===== src/hw/rtl/tfq_pkg.sv =====
package tfq_pkg;

  localparam int unsigned DATA_W  = 64;
  localparam int unsigned TAG_W   = 64;
  localparam int unsigned LEN_W   = 4;
  localparam int unsigned COUNT_W = 7;
  localparam int unsigned REQ_W   = 2;
  localparam int unsigned CFG_IDX_W  = 2;
  localparam int unsigned CFG_DATA_W = 7;
  localparam int unsigned MAX_RUN = 64;

  // in_tdata: entry_data, byte_count, entry_tag, padded to whole bytes
  localparam int unsigned IN_DATA_W  = ((DATA_W + LEN_W + TAG_W + 7) / 8) * 8;
  // out_tdata: out_data, out_tag, entry_count, is_full, is_empty
  localparam int unsigned OUT_DATA_W = ((DATA_W + TAG_W + COUNT_W + 2 + 7) / 8) * 8;
  localparam int unsigned OUT_USER_W = 3;

  localparam logic [CFG_IDX_W-1:0] CFG_DEPTH = 2'd0;
  localparam logic [CFG_IDX_W-1:0] CFG_WIDTH = 2'd1;

  localparam logic [COUNT_W-1:0] DEPTH_RESET = 7'd64;
  localparam logic [LEN_W-1:0]   WIDTH_RESET = 4'd8;
  localparam logic [LEN_W-1:0]   LEN_ALL     = 4'd8;

  typedef enum logic [REQ_W-1:0] {
    REQ_PUSH  = 2'd0,
    REQ_POP   = 2'd1,
    REQ_FLUSH = 2'd2
  } req_t;

  typedef enum logic [1:0] {
    ST_DONE     = 2'd0,
    ST_REFUSED  = 2'd1,
    ST_TOO_LONG = 2'd2
  } result_t;

  typedef struct packed {
    logic    push;      // store entry at tail
    logic    pop;       // take head: count down, latch length
    logic    flush;     // start flush: count to zero, arm run counter
    logic    load_st;   // load a result without entry
    result_t st_code;
    logic    load_ent;  // load a result from the store, step head
  } dp_cmd_t;

  typedef struct packed {
    logic full;
    logic empty;
    logic len_bad;
    logic rem_zero;
  } dp_sts_t;

  function automatic logic [DATA_W-1:0] byte_mask(input logic [LEN_W-1:0] n);
    logic [DATA_W-1:0] m;
    m = '0;
    for (int i = 0; i < DATA_W / 8; i++) begin
      if (LEN_W'(i) < n) begin
        m[i*8 +: 8] = 8'hFF;
      end
    end
    return m;
  endfunction

endpackage


===== src/hw/rtl/tfq_ctrl.sv =====
module tfq_ctrl (
  input  logic                       clk,
  input  logic                       rst_n,
  input  logic                       in_tvalid,
  output logic                       in_tready,
  input  logic [tfq_pkg::REQ_W-1:0]  req,
  output logic                       out_tvalid,
  input  logic                       out_tready,
  output tfq_pkg::dp_cmd_t           cmd,
  input  tfq_pkg::dp_sts_t           sts
);

  typedef enum logic [3:0] {
    S_IDLE = 4'b0001,
    S_READ = 4'b0010,
    S_LOAD = 4'b0100,
    S_OUT  = 4'b1000
  } state_t;

  state_t state_r, state_nxt;

  assign in_tready  = (state_r == S_IDLE);
  assign out_tvalid = (state_r == S_OUT);

  always_comb begin
    state_nxt   = state_r;
    cmd         = '0;
    cmd.st_code = tfq_pkg::ST_DONE;
    case (state_r)
      S_IDLE: begin
        if (in_tvalid) begin
          state_nxt   = S_OUT;
          cmd.load_st = 1'b1;
          case (req)
            tfq_pkg::REQ_PUSH: begin
              if (sts.full) begin
                cmd.st_code = tfq_pkg::ST_REFUSED;
              end else if (sts.len_bad) begin
                cmd.st_code = tfq_pkg::ST_TOO_LONG;
              end else begin
                cmd.push = 1'b1;
              end
            end
            tfq_pkg::REQ_POP: begin
              if (sts.empty) begin
                cmd.st_code = tfq_pkg::ST_REFUSED;
              end else if (sts.len_bad) begin
                cmd.st_code = tfq_pkg::ST_TOO_LONG;
              end else begin
                cmd.load_st = 1'b0;
                cmd.pop     = 1'b1;
                state_nxt   = S_READ;
              end
            end
            tfq_pkg::REQ_FLUSH: begin
              if (!sts.empty) begin
                cmd.load_st = 1'b0;
                cmd.flush   = 1'b1;
                state_nxt   = S_READ;
              end
            end
            default: ;  // unknown request: plain done result
          endcase
        end
      end
      S_READ: state_nxt = S_LOAD;  // store read of the head in flight
      S_LOAD: begin
        cmd.load_ent = 1'b1;
        state_nxt    = S_OUT;
      end
      S_OUT: begin
        if (out_tready) begin
          state_nxt = sts.rem_zero ? S_IDLE : S_READ;
        end
      end
      default: state_nxt = S_IDLE;
    endcase
  end

  always_ff @(posedge clk) begin
    if (!rst_n) begin
      state_r <= S_IDLE;
    end else begin
      state_r <= state_nxt;
    end
  end

  a_hold_result: assert property (@(posedge clk) disable iff (!rst_n)
    (state_r == S_OUT && !out_tready) |=> state_r == S_OUT)
    else $error("pending result dropped");

  a_run_end: assert property (@(posedge clk) disable iff (!rst_n)
    (state_r == S_OUT && out_tready && sts.rem_zero) |=> state_r == S_IDLE)
    else $error("run did not return to idle");

  a_single_cmd: assert property (@(posedge clk) disable iff (!rst_n)
    $onehot0({cmd.push, cmd.pop, cmd.flush, cmd.load_ent}))
    else $error("conflicting datapath commands");

endmodule


===== config.mk =====
export PLATFORM = sky130hd
export DESIGN_NAME = tfq_ctrl
export DESIGN_NICKNAME = d
export VERILOG_FILES = /design/src/hw/rtl/tfq_pkg.sv /design/src/hw/rtl/tfq_ctrl.sv
export SDC_FILE = /design/constraint.sdc
export NUM_CORES = 1
export LEC_CHECK = 0
export ABC_AREA = 1
export ABC_CLOCK_PERIOD_IN_PS = 1100
export BUFFER_PORTS_ARGS = -buffer_cell sky130_fd_sc_hd__buf_2
export CAP_MARGIN = 5
export CORE_AREA = 2 2 39 41
export DETAILED_ROUTE_END_ITERATION = 10
export DIE_AREA = 0 0 41 43
export MAX_ROUTING_LAYER = met4
export PLACE_DENSITY = 0.66
export SLEW_MARGIN = 0
export SYNTH_ARGS = -nofsm -noshare
export SYNTH_HDL_FRONTEND = slang
export SYNTH_SLANG_ARGS = --single-unit

===== constraint.sdc =====
create_clock -name clk -period 1.1 [get_ports clk]
set_clock_uncertainty 0.15 [all_clocks]
set_input_delay 0.055 -clock clk [delete_from_list [all_inputs] [get_ports clk]]
set_output_delay 0.055 -clock clk [all_outputs]
set_load 0.01 [all_outputs]

# Word level (Yosys, flattened, before mapping)
# Index checks and enable logic that the tools add are counted.
# classes
eq_ne,8
n_reduce_logical,2
n_mux,25
# ops
op,n
4-bit 2-to-1 mux,5
4-bit one-hot mux with 4 select lines,1
6-bit 2-to-1 mux,2
2-bit 2-to-1 mux,5
1-bit 2-to-1 mux,9
4-bit one-hot mux with 2 select lines,1
"4-bit by 1-bit equality test with 1-bit output, second input constant",1
"4-bit by 2-bit equality test with 1-bit output, second input constant",1
"4-bit by 3-bit equality test with 1-bit output, second input constant",1
"4-bit equality test, second input constant",1
2-bit one-hot mux with 2 select lines,1
"2-bit by 1-bit equality test with 1-bit output, second input constant",1
"2-bit equality test, second input constant",1
2-bit zero test,1
"2-bit by 1-bit inequality test with 1-bit output, second input constant",1
"2-bit inequality test, second input constant",1
1-bit one-hot mux with 2 select lines,1
2-bit AND reduction,1
# totals
register_bits,4
in_bits,10
out_inout_bits,9

# Depth between registers and ports, before layout
# depth
depth_word,5
depth_mapped,8

# Worst setup path before layout
# Ideal clock, no wire load.
# synth_path
kind,register to output
start,register state_r[1]
end,output port cmd[1] (netlist bit)
required_time_ns,0.895
path_slack_ns,-0.058
t_arrival_ns,0.953
stages_incl_launch_ff,6
path_buffers,0
cell_sequence,dfxtp_1 inv_2 nand2_2 nor2_8 o211ai_1 a21oi_1
# synth_rtl
element,line_no,rtl
"start, declared",tfq_ctrl.sv:20,"state_t state_r, state_nxt;"
"start signal, assigned",tfq_ctrl.sv:84,state_r <= state_nxt;
"end, declared",tfq_ctrl.sv:9,"output tfq_pkg::dp_cmd_t cmd,"

==> metrics.md <==
| Metric | Value |
|---|---|
| Total gr overflow | 0 |
| Reg2reg end | state_r[0] |
| Max VDD drop | 0.000533 V |
| Layout cells sized above 1 | 0.500 |
| Switching part of the total | 0.419 |
| Via count | 594 |
| Largest net degree at the start of global routing | 7 |
| Fillers | between 100 and 150 |
| Final hold viol count | 0 |
| Final routed DRC violation total | 0 |
| Crit path launch | state_r[1] |
| Final Cycle Share | 1.27 |
| Crit Path Class | reg2out |
| PnR Total Power | 0.954 mW |
| Register area share after synthesis | 0.172 |
| Hold Crit Depth | 5 |
| Power per cell area | 1230 nW/µm² |
| Placed Instance Area | ~670 µm² |
| Area leader, netlist | dfxtp_1 |
| Top cells by area, synth | dfxtp_1 17%, nand2_1 15%, ha_1 11% |
| Clock Tree Buf Depth | 2 |
| Most common cell after layout, fill and taps aside | nand2_1 |
| Netlist Area Pre-Place | 465 µm² |
| Die area | ~1800 µm² |
| Hold_ws | between 0.015 and 0.02 ns |
| Final worst slack | -0.298 ns |
| Combinational Power Share | 0.602 |
| Hpwl dp | about 990 µm |
| Sw power | 0.400 mW |
| Area of the core | ~1400 µm² |
| Antenna violations before repair | 0 |
| Failing checks | negative setup slack |
| Cell variety after synth | 20 |
| Max_cap viols | 0 |
| Final Util | 0.559 |
| Cell Int Power | 0.554 mW |
| Clk sinks | 4 |
| Max Clk Rate | 0.716 GHz |
| Clock slew at reported path FFs | 0.03 ns |
| WP data arrival | ~1.2 ns |
| Top flop regs | state_r x4 |
| Hold Crit Class | in2reg |
| Avg WL per Cell | 9.59 µm |
| Flop pwr share | 0.206 |
| Via density | 4.71 |
| Post-synth top area share | 0.172 |
| Die height | 43 µm |
| Max reg flops | 4 |
| Die Wd | 41 µm |
| Critical R2R Launch | state_r[1] |
| Critical path endpoint category | primary output |
| Post-DRT Antenna Nets | 0 |
| Slew headroom | 0.786 |
| First DRT Iteration DRCs | 19 |
| Final slew viol count | 0 |
| Total track usage | 0.167 |
| RSZ-0062 raised after global routing | true |
| First-pass GRT wire length | about 2 mm |
| Nets | between 100 and 150 |
| TritonCTS clock tree | yes |
| Syn_nets | between 80 and 90 |
| # port buffers | 18 |
| Clock power share | 0.192 |
| Reg2Reg Setup Slack | -0.14 ns |
| Required @ worst endpoint | between 0.8 and 0.9 ns |
| Max Fanout on Critical Path | 4 |
| Rows | 14 |
| RePlAce Congestion | between 0.8 and 0.9 |
| Final setup vio count | 12 |
| Seq cells post-synth | 4 |
| R2R depth | 9 |
| Antenna Cells | 0 |
| Worst-skew pair later-pin latency | 0.24 ns |
| Slew of the pin with the lowest slew margin | about 0.32 ns |
| Commonest cells after routing, fill and taps aside | 18 x nand2_1, 16 x buf_2, 12 x nor2_1 |
| P&R area growth vs syn | 66.1% |
| Status | finished, violations left |
| Root buffer cell | clkbuf_4 |
| Synthesized instance count | between 70 and 80 |
| Reg with most FFs | state_r |
| CTS HTree Levels | 1 |
| Fin crit period | 1.40 ns |
| Cts bufs inserted | 3 |
| Final WL | between 1 and 1.5 mm |
| Synth warn | 0 |
| Mean post-synth cell area | about 6.2 µm² |
| Pre-antenna DRT Iters | 6 |
| Final instance area | a little under 800 µm² |
| Leakage | approximately 0.4 nW |
| Worst Hold End | state_r[0] |
| # IOs | 19 |
| Number of global-route vias before repair | roughly 550 |
| Setup crit start kind | flop |
| Initial Util | 0.336 |
| Min-delay src | out_tready |
==> power groups by stage <==
| stage | sequential, mW | combinational, mW | clock [mW] |
|---|---|---|---|
| finish | 0.196 | 0.574 | 0.183 |
| global route | 0.200 | 0.627 | 0.193 |
| CTS | 0.196 | 0.576 | 0.183 |
| detailed placement | 0.194 | 0.506 | 0 |
| global placement | 0.193 | 0.499 | 0 |
| floorplan | 0.196 | 0.337 | 0 |
==> timing repair <==
item                       4_1_cts  5_1_grt
setup endpoints to repair       12       12
setup buffers                    4        1
pin swaps                        5        2
hold buffers                     2        0
resized for setup                6        1
hold endpoints to repair         4        0
==> worst max-delay path, stage by stage (launching register included) <==
cell and delay [ns]:
dfxtp_2 0.31, inv_2 0.07, nand2_4 0.07, nor2_8 0.12, nand2_4 0.07, nor4_4 0.14
buf_2 0.17
==> logic make-up (layout without fill, tap and decap cells) <==
family,Yosys count,after routing,synth area share
and+or+nand+nor,45,45,0.500
AOI/OAI and AO/OA,9,9,0.116
buffers and inverters,13,48,0.105
adders and majority gates,4,4,0.108
DFF,4,4,0.172
==> layout make-up <==
type	count	area, µm²	area share
clock buffer	3	22.5	0.0291
multi-input combinational	58	380	0.492
tap	16	20.0	0.0259
timing repair buffer	32	216	0.280
inverter	13	48.8	0.0631
sequential	4	85.1	0.110
==> synth_stat cells, drive strengths merged <==
master,instances
nand2,23
nor2,16
inv,13
dfxtp,4
ha,4
nand3,4
o21ai,4
a21oi,3
a21boi,1
nor3,1
nor4,1
o211ai,1
==> routing by layer <==
metal,track usage,up-vias,part of all wire
met2,0.288,23,0.55
met5,-,-,0
li1,-,304,-
met1,0.171,262,0.39
met4,0.0933,0,0.017
met3,0.0157,5,0.039
==> worst max path at each step <==
stage | cells after the start | endpoint | slack, ns
floorplan | 5 | cmd[2] | -0.03
global placement | 7 | state_r[3] | -0.13
detailed placement | 7 | state_r[3] | -0.15
CTS | 6 | cmd[6] | -0.31
global route | 6 | cmd[6] | -0.35
finish | 6 | cmd[6] | -0.30
==> through the flow <==
stage	TNS (ns)	worst slack (ns)	instances
after floorplan	-0.0844	-0.0316	75
after global placement	-0.740	-0.126	118
after detailed placement	-0.915	-0.154	118
after CTS	-2.42	-0.309	126
after global routing	-3.06	-0.353	126
final	-2.43	-0.298	126
(Power assumes the default switching activity.)
